## config.mk

```make
export PLATFORM = sky130hd
export DESIGN_NAME = clock_synth_divider_programmer
export DESIGN_NICKNAME = d
export VERILOG_FILES = /design/src/rtl/core/cgp_pkg.sv /design/src/rtl/core/cgp_front.sv /design/src/rtl/core/cgp_queue.sv /design/src/rtl/core/cgp_div.sv /design/src/rtl/core/cgp_back.sv /design/src/rtl/core/clock_synth_divider_programmer.sv
export SDC_FILE = /design/constraint.sdc
export NUM_CORES = 1
export LEC_CHECK = 0
export BUFFER_PORTS_ARGS = -buffer_cell sky130_fd_sc_hd__buf_4
export CAP_MARGIN = 10
export CORE_ASPECT_RATIO = 0.9
export CORE_MARGIN = 4
export CORE_UTILIZATION = 40
export CTS_BUF_LIST = sky130_fd_sc_hd__clkbuf_4 sky130_fd_sc_hd__clkbuf_8 sky130_fd_sc_hd__clkbuf_16
export DETAILED_ROUTE_END_ITERATION = 10
export MAX_ROUTING_LAYER = met4
export PLACE_DENSITY = 0.55
export SLEW_MARGIN = 10
export SYNTH_ARGS = -nofsm -noshare
export SYNTH_HDL_FRONTEND = slang
export SYNTH_SLANG_ARGS = --single-unit
```

## constraint.sdc

```tcl
create_clock -name clk -period 9.3 [get_ports clk]
set_clock_uncertainty 0.05 [all_clocks]
set_input_delay 2.79 -clock clk [delete_from_list [all_inputs] [get_ports clk]]
set_output_delay 2.79 -clock clk [all_outputs]
set_load 0.1 [all_outputs]
```

## src/rtl/core/cgp_pkg.sv

```systemverilog
package cgp_pkg;

  // Configuration register indexes
  localparam logic [2:0] CFG_PLL_FREQ       = 3'd0;
  localparam logic [2:0] CFG_REF_FREQ       = 3'd1;
  localparam logic [2:0] CFG_PLL_BASE_ADDR  = 3'd2;
  localparam logic [2:0] CFG_MS_BASE_ADDR   = 3'd3;
  localparam logic [2:0] CFG_PLL_RESET_ADDR = 3'd4;
  localparam logic [2:0] CFG_CLK_CTRL_ADDR  = 3'd5;
  localparam logic [2:0] CFG_CLK_CTRL_VALUE = 3'd6;

  localparam int CFG_DATA_W = 30;
  localparam int FREQ_W     = 29;

  // Reset values of the configuration registers
  localparam logic [29:0] PLL_FREQ_RST       = 30'd900000000;
  localparam logic [25:0] REF_FREQ_RST       = 26'd25000000;
  localparam logic [7:0]  PLL_BASE_ADDR_RST  = 8'd26;
  localparam logic [7:0]  MS_BASE_ADDR_RST   = 8'd42;
  localparam logic [7:0]  PLL_RESET_ADDR_RST = 8'd177;
  localparam logic [7:0]  CLK_CTRL_ADDR_RST  = 8'd16;
  localparam logic [7:0]  CLK_CTRL_VALUE_RST = 8'd79;

  // Divider encoding constants
  localparam logic [19:0] FRAC_DENOM     = 20'hFFFFF;
  localparam logic [17:0] P1_OFFSET      = 18'd512;
  localparam logic [7:0]  PLL_RESET_DATA = 8'hA0;

  typedef struct packed {
    logic [29:0] pll_freq;
    logic [25:0] ref_freq;
    logic [7:0]  pll_base_addr;
    logic [7:0]  ms_base_addr;
    logic [7:0]  pll_reset_addr;
    logic [7:0]  clk_ctrl_addr;
    logic [7:0]  clk_ctrl_value;
  } cgp_cfg_t;

  typedef struct packed {
    logic              zero;
    logic [FREQ_W-1:0] freq;
  } cgp_req_t;

  typedef struct packed {
    logic        ovf;
    logic [17:0] p1;
    logic [19:0] p2;
  } cgp_enc_t;

  // Byte sel of one eight-register parameter block
  function automatic logic [7:0] cgp_byte(input logic [17:0] p1, input logic [19:0] p2,
                                          input logic [2:0] sel);
    logic [7:0] v;
    case (sel)
      3'd0: v = FRAC_DENOM[15:8];
      3'd1: v = FRAC_DENOM[7:0];
      3'd2: v = {6'd0, p1[17:16]};
      3'd3: v = p1[15:8];
      3'd4: v = p1[7:0];
      3'd5: v = {FRAC_DENOM[19:16], p2[19:16]};
      3'd6: v = p2[15:8];
      default: v = p2[7:0];
    endcase
    return v;
  endfunction

endpackage

```

## src/rtl/core/cgp_front.sv

```systemverilog
module cgp_front (
  input  logic                      clk,
  input  logic                      rst,
  input  logic                      in_valid,
  output logic                      in_stall,
  input  logic [cgp_pkg::FREQ_W-1:0] out_freq,
  input  logic                      q_full,
  output logic                      push,
  output cgp_pkg::cgp_req_t         req
);

  logic held;

  assign push     = held && !q_full;
  assign in_stall = held && q_full;

  always_ff @(posedge clk) begin
    if (rst) begin
      held <= 1'b0;
    end else if (in_valid && !in_stall) begin
      held <= 1'b1;
    end else if (push) begin
      held <= 1'b0;
    end
  end

  // Classify on entry: a zero frequency can never be divided by
  always_ff @(posedge clk) begin
    if (in_valid && !in_stall) begin
      req.freq <= out_freq;
      req.zero <= (out_freq == '0);
    end
  end

endmodule

```

## src/rtl/core/cgp_queue.sv

```systemverilog
module cgp_queue (
  input  logic              clk,
  input  logic              rst,
  input  logic              push,
  input  cgp_pkg::cgp_req_t wdata,
  input  logic              pop,
  output cgp_pkg::cgp_req_t rdata,
  output logic              full,
  output logic              not_empty
);

  cgp_pkg::cgp_req_t slot [2];
  logic       wptr;
  logic       rptr;
  logic [1:0] count;

  assign full      = (count == 2'd2);
  assign not_empty = (count != 2'd0);
  assign rdata     = slot[rptr];

  always_ff @(posedge clk) begin
    if (rst) begin
      wptr  <= 1'b0;
      rptr  <= 1'b0;
      count <= 2'd0;
    end else begin
      if (push) begin
        wptr <= ~wptr;
      end
      if (pop) begin
        rptr <= ~rptr;
      end
      if (push && !pop) begin
        count <= count + 2'd1;
      end else if (pop && !push) begin
        count <= count - 2'd1;
      end
    end
  end

  always_ff @(posedge clk) begin
    if (push) begin
      slot[wptr] <= wdata;
    end
  end

endmodule

```

## src/rtl/core/cgp_div.sv

```systemverilog
module cgp_div (
  input  logic                      clk,
  input  logic                      rst,
  input  logic                      start,
  input  logic [29:0]               num,
  input  logic [cgp_pkg::FREQ_W-1:0] den,
  output logic                      busy,
  output cgp_pkg::cgp_enc_t         res
);

  localparam logic [2:0] S_IDLE = 3'd0;
  localparam logic [2:0] S_INT  = 3'd1;
  localparam logic [2:0] S_FSET = 3'd2;
  localparam logic [2:0] S_FRAC = 3'd3;
  localparam logic [2:0] S_ENCQ = 3'd4;
  localparam logic [2:0] S_ENCP = 3'd5;

  logic [2:0]  state;
  logic [4:0]  cnt;
  logic [28:0] rem;
  logic [29:0] sh;
  logic [28:0] dvs;
  logic [7:0]  a;
  logic [7:0]  q;

  logic [29:0] trial;
  logic [29:0] diff;
  logic        ge;
  logic [28:0] rem_step;
  logic [48:0] frac_dvd;
  logic [26:0] b_sc;
  logic [6:0]  q0;
  logic [20:0] r0;

  assign busy = (state != S_IDLE);

  // One restoring step: shift in the next dividend bit, subtract if it fits
  always_comb begin
    trial    = {rem, sh[29]};
    ge       = (trial >= {1'b0, dvs});
    diff     = trial - {1'b0, dvs};
    rem_step = ge ? diff[28:0] : trial[28:0];
    frac_dvd = {rem, 20'd0} - {20'd0, rem};
    b_sc     = {sh[19:0], 7'd0};
    q0       = b_sc[26:20];
    r0       = {1'b0, b_sc[19:0]} + {14'd0, q0};
  end

  always_ff @(posedge clk) begin
    if (rst) begin
      state <= S_IDLE;
    end else begin
      case (state)
        S_IDLE: begin
          if (start) begin
            state <= S_INT;
          end
        end
        S_INT: begin
          if (cnt == 5'd0) begin
            state <= S_FSET;
          end
        end
        S_FSET: state <= S_FRAC;
        S_FRAC: begin
          if (cnt == 5'd0) begin
            state <= S_ENCQ;
          end
        end
        S_ENCQ: state <= S_ENCP;
        S_ENCP: state <= S_IDLE;
        default: state <= S_IDLE;
      endcase
    end
  end

  always_ff @(posedge clk) begin
    case (state)
      S_IDLE: begin
        if (start) begin
          rem <= '0;
          sh  <= num;
          dvs <= den;
          cnt <= 5'd29;
        end
      end
      S_INT, S_FRAC: begin
        rem <= rem_step;
        sh  <= {sh[28:0], ge};
        cnt <= cnt - 5'd1;
      end
      S_FSET: begin
        // integer quotient is in sh, remainder in rem
        a       <= sh[7:0];
        res.ovf <= |sh[29:8];
        rem     <= frac_dvd[48:20];
        sh      <= {frac_dvd[19:0], 10'd0};
        cnt     <= 5'd19;
      end
      S_ENCQ: begin
        // divide 128*b by 2^20-1: shift estimate plus one correction
        if (r0 >= {1'b0, cgp_pkg::FRAC_DENOM}) begin
          q      <= {1'b0, q0} + 8'd1;
          res.p2 <= r0[19:0] - cgp_pkg::FRAC_DENOM;
        end else begin
          q      <= {1'b0, q0};
          res.p2 <= r0[19:0];
        end
      end
      S_ENCP: begin
        res.p1 <= {3'd0, a, 7'd0} + {10'd0, q} - cgp_pkg::P1_OFFSET;
      end
      default: begin
        cnt <= cnt;
      end
    endcase
  end

endmodule

```

## src/rtl/core/cgp_back.sv

```systemverilog
module cgp_back (
  input  logic              clk,
  input  logic              rst,
  input  cgp_pkg::cgp_cfg_t cfg,
  input  logic              q_not_empty,
  input  cgp_pkg::cgp_req_t q_req,
  output logic              pop,
  output logic              out_valid,
  input  logic              out_stall,
  output logic [7:0]        reg_addr,
  output logic [7:0]        reg_data,
  output logic              last,
  output logic              error
);

  localparam logic C_IDLE = 1'b0;
  localparam logic C_RUN  = 1'b1;

  localparam logic [4:0] IDX_PLL_RESET = 5'd16;
  localparam logic [4:0] IDX_CLK_CTRL  = 5'd17;

  logic              cstate;
  logic              req_err;
  logic              busy_pll;
  logic              busy_ms;
  cgp_pkg::cgp_enc_t enc_pll;
  cgp_pkg::cgp_enc_t enc_ms;
  logic              land;

  logic              pend_valid;
  logic              pend_err;
  cgp_pkg::cgp_enc_t pend_pll;
  cgp_pkg::cgp_enc_t pend_ms;

  logic              eactive;
  logic [4:0]        idx;
  logic              e_err;
  cgp_pkg::cgp_enc_t e_pll;
  cgp_pkg::cgp_enc_t e_ms;
  logic              load;
  logic              emit_go;
  logic              e_last;
  logic [7:0]        e_addr;
  logic [7:0]        e_data;

  assign pop  = (cstate == C_IDLE) && q_not_empty;
  assign land = (cstate == C_RUN) && !busy_pll && !busy_ms && !pend_valid;

  cgp_div u_div_pll (
    .clk   (clk),
    .rst   (rst),
    .start (pop),
    .num   (cfg.pll_freq),
    .den   ({3'd0, cfg.ref_freq}),
    .busy  (busy_pll),
    .res   (enc_pll)
  );

  cgp_div u_div_ms (
    .clk   (clk),
    .rst   (rst),
    .start (pop),
    .num   (cfg.pll_freq),
    .den   (q_req.freq),
    .busy  (busy_ms),
    .res   (enc_ms)
  );

  always_ff @(posedge clk) begin
    if (rst) begin
      cstate     <= C_IDLE;
      pend_valid <= 1'b0;
    end else begin
      case (cstate)
        C_IDLE: begin
          if (pop) begin
            cstate <= C_RUN;
          end
        end
        default: begin
          if (land) begin
            cstate <= C_IDLE;
          end
        end
      endcase
      if (land) begin
        pend_valid <= 1'b1;
      end else if (load) begin
        pend_valid <= 1'b0;
      end
    end
  end

  always_ff @(posedge clk) begin
    if (pop) begin
      req_err <= q_req.zero || (cfg.ref_freq == '0);
    end
    if (land) begin
      pend_err <= req_err || enc_pll.ovf || enc_ms.ovf;
      pend_pll <= enc_pll;
      pend_ms  <= enc_ms;
    end
  end

  // Emitter: walk the write list into the output register
  assign load    = !eactive && pend_valid;
  assign emit_go = eactive && (!out_valid || !out_stall);
  assign e_last  = e_err || (idx == IDX_CLK_CTRL);

  always_comb begin
    if (e_err) begin
      e_addr = 8'd0;
      e_data = 8'd0;
    end else if (idx == IDX_PLL_RESET) begin
      e_addr = cfg.pll_reset_addr;
      e_data = cgp_pkg::PLL_RESET_DATA;
    end else if (idx == IDX_CLK_CTRL) begin
      e_addr = cfg.clk_ctrl_addr;
      e_data = cfg.clk_ctrl_value;
    end else if (idx[3]) begin
      e_addr = cfg.ms_base_addr + {5'd0, idx[2:0]};
      e_data = cgp_pkg::cgp_byte(e_ms.p1, e_ms.p2, idx[2:0]);
    end else begin
      e_addr = cfg.pll_base_addr + {5'd0, idx[2:0]};
      e_data = cgp_pkg::cgp_byte(e_pll.p1, e_pll.p2, idx[2:0]);
    end
  end

  always_ff @(posedge clk) begin
    if (rst) begin
      eactive   <= 1'b0;
      out_valid <= 1'b0;
    end else begin
      if (load) begin
        eactive <= 1'b1;
      end else if (emit_go && e_last) begin
        eactive <= 1'b0;
      end
      if (emit_go) begin
        out_valid <= 1'b1;
      end else if (!out_stall) begin
        out_valid <= 1'b0;
      end
    end
  end

  always_ff @(posedge clk) begin
    if (load) begin
      idx   <= 5'd0;
      e_err <= pend_err;
      e_pll <= pend_pll;
      e_ms  <= pend_ms;
    end else if (emit_go) begin
      idx <= idx + 5'd1;
    end
    if (emit_go) begin
      reg_addr <= e_addr;
      reg_data <= e_data;
      last     <= e_last;
      error    <= e_err;
    end
  end

endmodule

```

## src/rtl/core/clock_synth_divider_programmer.sv

```systemverilog
// Clock synthesizer divider programmer. Each request carries a wanted output
// frequency in hertz; the block turns it into the register writes that tune a
// fractional-N synthesizer: eight writes for the PLL feedback divider
// (pll_freq / ref_freq), eight for the output divider (pll_freq / out_freq),
// then a PLL reset write and a clock control write, the last one flagged with
// last. A zero frequency, a zero crystal setting, or an integer divider part
// above 255 gives a single result with error and last set and no writes.
// Both dividers are worked out in parallel by two bit-serial restoring
// dividers: 30 quotient steps, a setup state (S_FSET), 20 fraction steps,
// then the encode states S_ENCQ and S_ENCP. A new request leaves the queue
// only once the previous results have moved into the result buffer, so the
// next request is computed while the previous writes stream out. The 18
// writes of one request stream out one per cycle from an output register
// while out_stall is low. A two-entry queue sits between the accepting
// front end and the compute/emit back end.
// Configuration is written through cfg_wr/cfg_index/cfg_data and must only
// change while idle.
module clock_synth_divider_programmer (
  input  logic                         clk,
  input  logic                         rst,
  input  logic                         cfg_wr,
  input  logic [2:0]                   cfg_index,
  input  logic [cgp_pkg::CFG_DATA_W-1:0] cfg_data,
  input  logic                         in_valid,
  output logic                         in_stall,
  input  logic [cgp_pkg::FREQ_W-1:0]   out_freq,
  output logic                         out_valid,
  input  logic                         out_stall,
  output logic [7:0]                   reg_addr,
  output logic [7:0]                   reg_data,
  output logic                         last,
  output logic                         error
);

  cgp_pkg::cgp_cfg_t cfg;
  cgp_pkg::cgp_req_t front_req;
  cgp_pkg::cgp_req_t q_req;
  logic              push;
  logic              pop;
  logic              q_full;
  logic              q_not_empty;

  // Configuration registers; an index past the list is dropped
  always_ff @(posedge clk) begin
    if (rst) begin
      cfg.pll_freq       <= cgp_pkg::PLL_FREQ_RST;
      cfg.ref_freq       <= cgp_pkg::REF_FREQ_RST;
      cfg.pll_base_addr  <= cgp_pkg::PLL_BASE_ADDR_RST;
      cfg.ms_base_addr   <= cgp_pkg::MS_BASE_ADDR_RST;
      cfg.pll_reset_addr <= cgp_pkg::PLL_RESET_ADDR_RST;
      cfg.clk_ctrl_addr  <= cgp_pkg::CLK_CTRL_ADDR_RST;
      cfg.clk_ctrl_value <= cgp_pkg::CLK_CTRL_VALUE_RST;
    end else if (cfg_wr) begin
      case (cfg_index)
        cgp_pkg::CFG_PLL_FREQ:       cfg.pll_freq       <= cfg_data;
        cgp_pkg::CFG_REF_FREQ:       cfg.ref_freq       <= cfg_data[25:0];
        cgp_pkg::CFG_PLL_BASE_ADDR:  cfg.pll_base_addr  <= cfg_data[7:0];
        cgp_pkg::CFG_MS_BASE_ADDR:   cfg.ms_base_addr   <= cfg_data[7:0];
        cgp_pkg::CFG_PLL_RESET_ADDR: cfg.pll_reset_addr <= cfg_data[7:0];
        cgp_pkg::CFG_CLK_CTRL_ADDR:  cfg.clk_ctrl_addr  <= cfg_data[7:0];
        cgp_pkg::CFG_CLK_CTRL_VALUE: cfg.clk_ctrl_value <= cfg_data[7:0];
        default: cfg.clk_ctrl_value <= cfg.clk_ctrl_value;
      endcase
    end
  end

  // Front end: take the request and flag a zero frequency
  cgp_front u_front (
    .clk      (clk),
    .rst      (rst),
    .in_valid (in_valid),
    .in_stall (in_stall),
    .out_freq (out_freq),
    .q_full   (q_full),
    .push     (push),
    .req      (front_req)
  );

  // Decouple the front end from the long divider run
  cgp_queue u_queue (
    .clk       (clk),
    .rst       (rst),
    .push      (push),
    .wdata     (front_req),
    .pop       (pop),
    .rdata     (q_req),
    .full      (q_full),
    .not_empty (q_not_empty)
  );

  // Back end: divide, encode and stream the register writes
  cgp_back u_back (
    .clk         (clk),
    .rst         (rst),
    .cfg         (cfg),
    .q_not_empty (q_not_empty),
    .q_req       (q_req),
    .pop         (pop),
    .out_valid   (out_valid),
    .out_stall   (out_stall),
    .reg_addr    (reg_addr),
    .reg_data    (reg_data),
    .last        (last),
    .error       (error)
  );

endmodule

```

### Yosys cells after proc, flatten, opt, wreduce, memory -nomap -nowiden

Memory sizes are Yosys's and may differ from the RTL's. A register that Yosys moved wholly into a read port is not among the register bits.
Cells that the tools add are included.
W data, S select, Z words.

* memory bits (writable): 60
* logic and storage cells: 227
* output and inout port bits: 20
* bits in registers: 612
* input bits: 67
* memories kept: 1

Memories
* u_queue.slot: words 2, width 30, rd ports 1, clocked after Yosys merged registers in 1, write ports 1, line cgp_queue.sv:12 `cgp_pkg::cgp_req_t slot [2];`

* mux-type cells: 47
* add/sub/neg operators: 21
* magnitude comparators: 4
* eq/ne operators: 32
* bitwise logic cells: 3
* reduce and logical (&&, ||, !) cells: 63

Operators with widths (number)
* $pmux W30 S3: 2
* $pmux W29 S3: 2
* $sub A49 B29 Y49: 2
* $pmux W8 S6: 2
* $mux W29: 3
* $mux W8: 6
* $reduce_or A22 Y1: 2
* $add A20 B7 Y21: 2
* $ge A21 B20 Y1 const B: 2
* $mux W20: 2
* $sub A20 B20 Y20 const B: 2
* $sub A16 B10 Y17 const B: 2
* $add A15 B8 Y16: 2
* $eq A3 B3 Y1 const B: 10
* $ge A30 B26 Y1: 1
* $ge A30 B29 Y1: 1
* $mux W30: 1
* $pmux W3 S5: 2
* $pmux W5 S3: 2
* $logic_not A29 Y1: 1
* $sub A29 B26 Y29: 1
* $sub A29 B29 Y29: 1
* $logic_not A26 Y1: 1
* $eq A3 B2 Y1 const B: 8
* other kinds (27): 110

### Longest topological paths before layout

Gate-level depths: netlist of the first run.

* word-level depth: 7
* depth in mapped cells: 14
* depth with buffers taken out: 13

### Hierarchy

Synthesis of the first run repeated with hierarchy kept, for this count alone.

* cells, all modules: 2613
* area total of the unflattened synthesis: 31519.0 um^2

By module, submodules not included
* cgp_div (u_back.u_div_pll): area an instance 8698.3 um^2, cells each 825, sequential area each 4264.1 um^2, times used 1
* cgp_div (u_back.u_div_ms): area an instance 8622.0 um^2, cells each 833, sequential area each 4264.1 um^2, times used 1
* cgp_back: area an instance 6972.9 um^2, cells each 423, sequential area each 5375.2 um^2, times used 1
* clock_synth_divider_programmer: area an instance 3851.2 um^2, cells each 370, sequential area each 1921.8 um^2, times used 1
* cgp_queue: area an instance 2364.8 um^2, cells each 115, sequential area each 1901.8 um^2, times used 1
* cgp_front: area an instance 1009.7 um^2, cells each 47, sequential area each 920.9 um^2, times used 1

### Least setup slack after synthesis of the first run

Ideal clock, no wire load.

* path kind: reg2reg
* start: reg u_back.u_div_pll.state[1]
* end: reg u_back.pend_err, enable pin
* data arrival time: 6.696 ns
* setup time: 0.620 ns
* data required time: 8.630 ns
* setup slack: 1.933 ns
* buffers on the path: 1
* period minus slack after synthesis: 7.367 ns
* cell stages (with the launch flop): 6
* path through: dfxtp_1 -> clkbuf_1 -> nor2_1 -> nand2_1 -> or4_1 -> nor3b_1

* word-level cells in the longest chain between the ends: 5

RTL lines
* from (decl): line cgp_div.sv:18 `logic [2:0] state;`
* from (signal assigned): line cgp_div.sv:51 `state <= S_IDLE;`
* from (signal assigned): line cgp_div.sv:56 `state <= S_INT;`
* from (signal assigned): line cgp_div.sv:61 `state <= S_FSET;`
* $reduce_bool A3 Y1: line cgp_div.sv:35 `assign busy = (state != S_IDLE);`
* $logic_not A1 Y1: line cgp_back.sv:47 `assign land = (cstate == C_RUN) && !busy_pll && !busy_ms && !pend_valid;`
* $logic_and A1 B1 Y1 (3 in series): line cgp_back.sv:47
* named net u_back.land: line cgp_back.sv:28 `logic land;`
* to (signal assigned): line cgp_back.sv:99 `pend_err <= req_err || enc_pll.ovf || enc_ms.ovf;`
* to (decl): line cgp_back.sv:31 `logic pend_err;`

The timed path passes the listed nets, and every way through them passes these cells.
A chain may end at the register's enable or synchronous reset.

### Worst setup path in the final report of the first run

* start: reg u_queue.count[0]
* end: out in_stall

* word-level cells in the longest chain between the ends: 2

RTL lines
* from (decl): line cgp_queue.sv:15 `logic [1:0] count;`
* from (signal assigned): line cgp_queue.sv:34 `count <= count + 2'd1;`
* from (signal assigned): line cgp_queue.sv:36 `count <= count - 2'd1;`
* $eq A2 B2 Y1: line cgp_queue.sv:17 `assign full = (count == 2'd2);`
* $logic_and A1 B1 Y1: line cgp_front.sv:15 `assign in_stall = held && q_full;`
* to (decl): line clock_synth_divider_programmer.sv:25 `output logic in_stall,`

Every way passes these cells.

==> results of run 1 <==
Yosys cell counts, types with 51 or more instances:
cell type and n:
a21oi_1 150, clkbuf_1 95, dfxtp_1 117, edfxtp_1 536, ha_1 94, inv_1 117
nand2_1 316, nor2_1 165, nor2b_1 51, o21ai_0 116, xnor2_1 91, xor2_1 72
metal layers:
| layer | vias up | wire length (um) |
|---|---|---|
| met5 | - | 0 |
| met4 | 0 | 1708 |
| met3 | 114 | 3778 |
| met2 | 543 | 34180 |
| met1 | 9990 | 36610 |
| li1 | 9640 | - |
registers in the layout (all words and copies together), names as in the netlist, 8 cells and up, named ones only:
register	cells
u_back.u_div_ms.res	38
u_back.u_div_pll.a	8
u_back.u_div_ms.dvs	29
u_back.u_div_pll.sh	30
u_back.reg_addr	8
u_front.req	30
u_back.pend_pll	37
u_back.pend_ms	37
u_back.e_ms	37
u_back.u_div_ms.rem	29
u_queue.slot	60
u_back.u_div_ms.sh	30
u_back.u_div_pll.res	38
cfg	96
u_back.u_div_pll.dvs	26
u_back.u_div_ms.a	8
u_back.reg_data	8
u_back.u_div_pll.rem	29
u_back.e_pll	37
logic make-up (layout without fill, tap and decap cells):
logic type | Yosys count | in the layout | share of synthesized area (%)
AO/OA/AOI/OAI | 547 | 547 | 11.61
XOR/XNOR | 163 | 163 | 4.739
adder cells (fa/ha/maj) | 97 | 97 | 4.103
buffers and inverters | 227 | 361 | 2.924
flip-flops | 653 | 653 | 61.20
multiplexers | 74 | 74 | 2.616
AND/OR/NAND/NOR | 807 | 807 | 12.81
critical path, delay by kind of cell (launching register included):
family | cells | cell delay, ns
buffers and inverters | 1 | 0.34
flip-flops | 1 | 0.36
AND/OR/NAND/NOR | 2 | 0.43
layout make-up:
class	count	area, um2	area share [%]
Sequential cell	653	18440	53.88
Multi-Input combinational cell	1688	10890	31.84
Clock buffer	90	2019	5.901
Tap cell	970	1214	3.547
Timing Repair Buffer	114	855.8	2.501
Inverter	118	442.9	1.294
Clock inverter	39	356.6	1.042
final timing paths:
path	end	depth (start not counted)
hold reg to reg	u_back.e_pll[23]	0
hold / removal	u_back.e_pll[23]	0
setup / recovery	in_stall	3
setup reg to reg	u_back.u_div_ms.rem[5]	12
cells in the final DEF (no fill, tap or decap), types with 33 or more instances in the layout:
cell,synthesis,final
xnor2_1,91,91
nor3_1,41,39
a22oi_1,36,36
edfxtp_1,536,536
xor2_1,72,72
mux2i_1,39,39
buf_4,0,114
o22ai_1,49,49
nand3b_1,37,37
nor2b_1,51,47
nand2_1,316,316
nand4_1,33,33
nor4_1,38,37
clkbuf_16,0,76
dfxtp_1,117,117
inv_1,117,117
ha_1,94,94
o21ai_0,116,116
mux2_2,34,34
nor2_1,165,162
a21oi_1,150,147
report_power, final:
| part | leakage [nW] | switching, mW | internal, mW |
|---|---|---|---|
| combinational | 5.41 | 2.76 | 1.70 |
| clock | 1.18 | 1.18 | 1.66 |
| sequential | 5.91 | 0.601 | 4.06 |
==> metrics, run 1 <==
Die Wd=297.3 um; DR WL/cell=20.77 um; FF+latch count, synth=653; met1 GRT Util=27.77%; worst setup path startpoint=u_queue.count[0]; Slew @ Worst Pin=1.225 ns; Cell Area, Placed=0.03184 mm2; Worst VDD drop=170.4 uV; Post-Route Setup TNS=0 ns; Max clock buf depth=3; gp weighted congestion=0.8842; Starting Density=40.36%; post-route cell area=0.03422 mm2; Syn Inst Count=2568; Fin. Hold Viols=0; Critical Path RT=6.46 ns; detailed-router iteration count before antenna repair=6; status=completed; RSZ-0062 raised after global routing=false; vias in the first global route=19750; number of routed nets with antenna violations=0; DR vias/cell=5.525; final max-slew violation count=0; port bufs=86; CTS sink count=653; CTS root buf=clkbuf_16; Pwr Density=349.8 mW/mm2; dominant cells by area after synthesis=edfxtp_1 (53%), dfxtp_1 (7.8%), nand2_1 (3.9%), ha_1 (3.9%), xnor2_1 (2.6%); post-CTS setup buffers=0; setup slack at placement=4.839 ns; GRT busiest layer=met2; final setup fails=0; Slew headroom=18.32%; total chip power=11.97 mW; core area=0.07465 mm2; Mapped Area=0.03013 mm2; Synth area leader=edfxtp_1; worst skew pair latency=0.61 ns; final WL=76.28 mm; Most used DFF post-synth=edfxtp_1; first-pass GRT wire length=117.4 mm; Die ar.=0.07978 mm2; max incr delay on CP=0.36 ns; Async S/R FF share, synth=0%; Hold Crit Class=flop to flop; routed vias=20290; fin crit period=4.576 ns; post-synthesis sequential area ratio=61.20%; Core Util, Final=45.84%; nets=2811; # rows=95; HPWL Detailed=53.37 mm; H-tree depth=3; Synthesized Nets=2732; DR DRC count=0; largest net degree at the start of global routing=113; total CTS buffers=72; worst setup slack after layout=4.724 ns; Synth-to-Final Area Change=13.58%; number of distinct library cells after synthesis=73; Fill cells=6871; post-route insts no fill=3672; crit-path cells=nand2b_1 -> nor2_1 -> buf_4; share of cells above drive strength 1=11.14%; CTS tree=yes; min-delay src=u_back.pend_pll[23]; Mean Syn Cell Area=11.73 um2; number of synthesized flops with an enable pin=536; worst flop-to-flop path startpoint=u_back.u_div_ms.rem[0]; Data arrival, critical path=1.74 ns; Peak Freq=218.5 MHz; CP endpoint kind=primary output; met3 Usage GRT=2.528%; P_leak=12.50 nW; Max FO, Critical Path=5; fin crit share=49.20%; # IOs=87; hold-fix buffer count after cts=0; post-synth top area share=53.42%; number of gates resized after CTS=0; Hold Slack=0.3516 ns; Clock transition at path regs=0.06 ns; number of placed instances, taps included=3543; total congestion overflow=0; Crit Path Class=flop to primary output; ANT cells=0; die height=268.4 um; initial antenna violation count=0; Tot GR Track Use=19.34%; R2R Setup Slk=5.02 ns; slowest CP cell=dfxtp_1; met2 Track Usage GR=29.22%; Starting DRT DRC Count=2004; Yosys Warn Count=0; CP Launch Type=flop; # Max-Cap Violations=0
No activity file was read; power rests on OpenSTA's default activity.
==> run 2: changes to the inputs <==
Clock period 9.3 ns to 4.64 ns, I/O delays scaled along.
==> metrics, run 2 (synthesis gave the netlist of run 1 again) <==
Clock transition at path regs=0.06 ns (about the same); vias in the first global route=19600 (-0.76%); CP Launch Type=flop; Hold Crit Class=flop to flop; most common cell after layout, fill and taps aside=edfxtp_1; R2R Setup Slk=0.69 ns (-4.33 ns); status=completed; number of gates resized after CTS=0 (unchanged); CTS tree=yes; fin crit share=85.14%; Max FO, Critical Path=22 (+17); Hold Crit Depth=0 (unchanged); worst setup slack after layout=0.6894 ns (-4.035 ns); max incr delay on CP=0.54 ns (+0.18 ns); commonest cells after routing, fill and taps aside=edfxtp_1 (536), nand2_1 (316), nor2_1 (162), a21oi_1 (147), buf_4 (125); Tot GR Track Use=18.87% (-0.47 points); r2r endpoint=u_back.u_div_pll.rem[3]; Die ar.=0.07978 mm2 (unchanged); detailed-router iteration count before antenna repair=5 (-1); worst flop-to-flop path startpoint=u_back.u_div_pll.rem[9]; Max clock buf depth=3 (unchanged); Peak Freq=253.1 MHz; Die Wd=297.3 um (unchanged); worst skew pair latency=0.61 ns (about the same); Slew @ Worst Pin=1.134 ns (-0.09063 ns); # Max-Cap Violations=0 (unchanged); setup slack at placement=0.7692 ns (-4.069 ns); H-tree depth=3 (unchanged); min-delay src=u_back.pend_ms[5]; fin crit period=3.951 ns; share of cells above drive strength 1=11.66% (+0.52 points); Hold Crit Endpoint=u_back.e_ms[5]; port bufs=86 (unchanged); CTS sink count=653 (unchanged); core area=0.07465 mm2 (unchanged); Data arrival, critical path=4.21 ns (+2.47 ns); Fin. Hold Viols=0 (unchanged); hold-fix buffer count after cts=0 (unchanged); Post-Route Setup TNS=0 ns (unchanged); initial antenna violation count=0 (unchanged); Worst VDD drop=314.1 uV (+84%); routed vias=20360 (+0.34%); first-pass GRT wire length=115.0 mm (-2.0%); DR WL/cell=20.24 um (-2.5%); # rows=95 (unchanged); # IOs=87 (unchanged); RSZ-0062 raised after global routing=false; Crit Path Class=flop to flop; slowest CP cell=edfxtp_1; HPWL Detailed=52.36 mm (-1.9%); nets=2824 (+0.46%); total congestion overflow=0 (unchanged); post-CTS setup buffers=0 (unchanged); largest net degree at the start of global routing=95 (-16%); gp weighted congestion=0.9139 (+3.4%); final WL=74.66 mm (-2.1%); P_leak=12.56 nW (+0.49%); Slew headroom=24.18% (+5.9 points); CTS root buf=clkbuf_16; number of routed nets with antenna violations=0 (unchanged); Synth-to-Final Area Change=13.91%; CP endpoint kind=flop; Fill cells=6820 (-0.74%); DR DRC count=0 (unchanged); crit-path cells=ha_1 -> nand4_1 -> or3_1 -> a211oi_1 -> o21ai_1 -> a311o_1 -> o21bai_1 -> a211o_1 -> buf_4 -> mux2i_1 -> o22ai_1; Starting Density=40.36% (unchanged); ANT cells=0 (unchanged); Pwr Density=700.6 mW/mm2 (+100%); total CTS buffers=71 (-1.4%); die height=268.4 um (unchanged); final max-slew violation count=0 (unchanged); Starting DRT DRC Count=1751 (-13%); max reg flops=96 (unchanged); worst-case reg-to-reg path depth=11 (-1); final setup fails=0 (unchanged); Top Registers=cfg: 96 flops, u_queue.slot: 60 flops; Reg with most FFs=cfg; Critical Path RT=4.90 ns (-1.56 ns); DR vias/cell=5.520 (about the same)
[run 2: cell type report]
| cell class | count | area [um2] | area share, % |
|---|---|---|---|
| sequential | 653 | 18440 | 53.73 |
| tap | 970 | 1214 | 3.537 |
| timing repair buffer | 128 | 998.5 | 2.909 |
| clock buffer | 99 | 2042 | 5.950 |
| multi-input combinational | 1688 | 10900 | 31.76 |
| clock inverter | 32 | 282.8 | 0.8240 |
| inverter | 118 | 442.9 | 1.291 |
[run 2: layer usage]
| layer | global-route usage [%] | vias up | routed length, um |
|---|---|---|---|
| li1 | - | 9669 | - |
| met1 | 26.84 | 9989 | 35960 |
| met2 | 28.64 | 575 | 33410 |
| met3 | 2.464 | 123 | 3576 |
| met4 | 5.212 | 0 | 1719 |
| met5 | - | - | 0 |
[run 2: power by group]
group          switching [mW]  internal (mW)  total [mW]
clock                    2.33           3.23        5.56
sequential               1.19           8.13        9.32
combinational            5.61           3.55        9.16
total                    9.14           14.9        24.0
[run 2: stage by stage]
step	area (um2)	total power [mW]	util [%]	hold slack, ns	cells
global route	34320	25.49	45.97	0.3704	3688
floorplan	30140	15.72	-	0.3503	2568
detailed placement	31990	18.50	42.86	0.3545	3557
global placement	31990	18.35	42.86	0.3525	3557
finish	34320	24.04	45.97	0.3658	3688
CTS	34320	24.15	45.97	0.3650	3688
[run 2: worst max-delay path by stage]
stage                            start                 endpoint  slack (ns)
6_report       u_back.u_div_pll.rem[9]  u_back.u_div_pll.rem[3]        0.69
5_1_grt         u_back.u_div_ms.rem[0]   u_back.u_div_ms.rem[3]        0.25
4_1_cts         u_back.u_div_ms.rem[0]   u_back.u_div_ms.rem[3]        0.74
3_5_place_dp    u_back.u_div_ms.rem[0]   u_back.u_div_ms.rem[4]        0.77
3_3_place_gp    u_back.u_div_ms.sh[29]   u_back.u_div_ms.rem[6]        0.88
2_1_floorplan         u_queue.count[0]   u_back.u_div_ms.cnt[0]        0.14
[run 2: critical path: cells and delay by family, from the launching register on]
kind	cells	cell delay (ns)
simple gates	2	0.59
mux	1	0.25
compound gates	6	1.45
fa+ha+maj	1	0.45
flops	1	0.54
buf+inv	1	0.32
==> run 3: changes to the inputs <==
Settings changed: ABC_CLOCK_PERIOD_IN_PS set to 4640, CELL_PAD_IN_SITES_DETAIL_PLACEMENT set to 1, CELL_PAD_IN_SITES_GLOBAL_PLACEMENT set to 1, CORE_ASPECT_RATIO 0.9 to 2, PLACE_DENSITY 0.55 to 0.65.
==> metrics, run 3 (synthesis gave the netlist of run 1 again) <==
hold-fix buffer count after cts=0 (unchanged); port bufs=86 (unchanged); Hold Crit Depth=0 (unchanged); core area=0.07480 mm2 (+0.20%); NetSw=9.822 mW (+7.5%); H-tree depth=2 (-1); sw frac=40.16% (+2.2 points); Core Util, Final=45.75% (-0.23 points); nets=2828 (+0.14%); first-pass GRT wire length=138.0 mm (+20%); gp weighted congestion=0.9074 (-0.71%); Hold Slack=0.3674 ns (+0.001580 ns); setup slack at placement=0.4718 ns (-0.2974 ns); worst-case reg-to-reg path depth=11 (unchanged); CTS sink count=653 (unchanged); Sequential Area=0.01844 mm2 (unchanged); # IOs=87 (unchanged); post-CTS setup buffers=0 (unchanged); Top Registers=cfg: 96 flops, u_queue.slot: 60 flops; most common cell after layout, fill and taps aside=edfxtp_1; Starting Density=40.28% (-0.082 points); # rows=142 (+49%); detailed-router iteration count before antenna repair=5 (unchanged); total CTS buffers=59 (-17%); # Max-Cap Violations=0 (unchanged); Max FO, Critical Path=23 (+4.5%); Clock transition at path regs=0.07 ns (about the same); Fin. Hold Viols=0 (unchanged); die height=396.1 um (+48%); final WL=91.27 mm (+22%); Pwr Density=714.7 mW/mm2 (+2.0%); final setup fails=0 (unchanged); Post-Route Setup TNS=0 ns (unchanged); Synth-to-Final Area Change=13.58%; ANT cells=0 (unchanged); status=completed; number of routed nets with antenna violations=0 (unchanged); DR WL/cell=24.53 um (+21%); DR DRC count=0 (unchanged); combinational share of power=40.7% (+2.6 points); Reg with most FFs=cfg; CTS tree=yes; fin crit period=4.269 ns (+0.3180 ns); Die ar.=0.08004 mm2 (+0.33%); share of cells above drive strength 1=11.61% (-0.052 points); vias in the first global route=22350 (+14%); Fill cells=7840 (+15%); max reg flops=96 (unchanged); Tot GR Track Use=23.13% (+4.3 points); Critical Path RT=4.94 ns (+0.04 ns); Clk network pwr share=21.1% (-2.0 points); routed vias=20700 (+1.7%); Worst VDD drop=354.2 uV (+13%); R2R Setup Slk=0.37 ns (-0.32 ns); largest net degree at the start of global routing=113 (+19%); sequential power share=38.1% (-0.7 points); Data arrival, critical path=4.57 ns (+0.36 ns); HPWL Detailed=69.76 mm (+33%); fin crit share=92.00% (+6.9 points); CTS root buf=clkbuf_16; post-route insts no fill=3721 (+0.89%); commonest cells after routing, fill and taps aside=edfxtp_1 (536), nand2_1 (316), nor2_1 (163), a21oi_1 (147), buf_4 (141); Crit Path Class=flop to flop; CP Launch Type=flop; Max clock buf depth=3 (unchanged); number of gates resized after CTS=0 (unchanged); P_int=14.63 mW (-1.8%); Slew headroom=16.16% (-8.0 points); final max-slew violation count=0 (unchanged); total chip power=24.46 mW (+1.7%); initial antenna violation count=0 (unchanged); Peak Freq=234.3 MHz (-7.4%); number of placed instances, taps included=3611 (+1.5%); area of the multi-input gates=0.01090 mm2 (about the same); RSZ-0062 raised after global routing=false; worst skew pair latency=0.66 ns (+0.05 ns); CP endpoint kind=flop; Die Wd=202.1 um (-32%); worst setup slack after layout=0.3714 ns (-0.3180 ns); post-route cell area=0.03422 mm2 (-0.29%); Hold Crit Class=flop to flop; total congestion overflow=0 (unchanged); DR vias/cell=5.564 (+0.81%); Cell Area, Placed=0.03216 mm2 (+0.53%); P_leak=12.50 nW (-0.49%); Slew @ Worst Pin=1.258 ns (+0.1230 ns); Starting DRT DRC Count=1201 (-31%)
run 3: cell types whose count changed in the layout (fill, tap and decap cells not counted), moves of 2 or more:
cell       delta
clkbuf_8      -3
nor2_2        -2
clkinv_1      -4
inv_4         -2
buf_4        +16
clkinv_2      -2
clkbuf_16    -11
inv_8         +3
clkbuf_4      -6
bufinv_16     +3
run 3: final timing paths:
check | from | to
max | u_back.u_div_pll.rem[10] | u_back.u_div_pll.rem[5]
min | u_back.pend_pll[15] | u_back.e_pll[15]
max reg2reg | u_back.u_div_pll.rem[10] | u_back.u_div_pll.rem[5]
min reg2reg | u_back.pend_pll[15] | u_back.e_pll[15]
run 3: layer usage:
layer	vias up	wire length (um)	GRT usage, %
met1	10370	30740	22.09
li1	9636	-	-
met3	223	2516	2.193
met2	478	51440	44.36
met5	-	0	-
met4	0	6571	13.70
run 3: power groups by stage:
stage               sequential, mW  clock [mW]  combinational (mW)
floorplan                     9.04           0                6.68
global placement              9.36           0                9.68
detailed placement            9.43           0                9.95
CTS                           9.32        5.31                10.0
global route                  9.44        5.52                10.9
finish                        9.33        5.17                9.96
run 3: layout make-up:
class | instances | area share [%]
well taps | 1008 | 3.686
clock buffers | 79 | 4.911
clock inverters | 31 | 1.097
multi-input cells | 1688 | 31.86
flip-flops and latches | 653 | 53.88
inverters | 118 | 1.294
repair buffers | 144 | 3.269
run 3: critical path, stage by stage (launching register included):
cell	delay (ns)
edfxtp_1	0.55
ha_1	0.43
nand4_1	0.16
or3_1	0.44
a211oi_1	0.36
o21ai_1	0.16
a311o_1	0.33
o21bai_1	0.20
a211o_1	0.65
buf_12	0.26
mux2i_1	0.24
o22ai_1	0.12
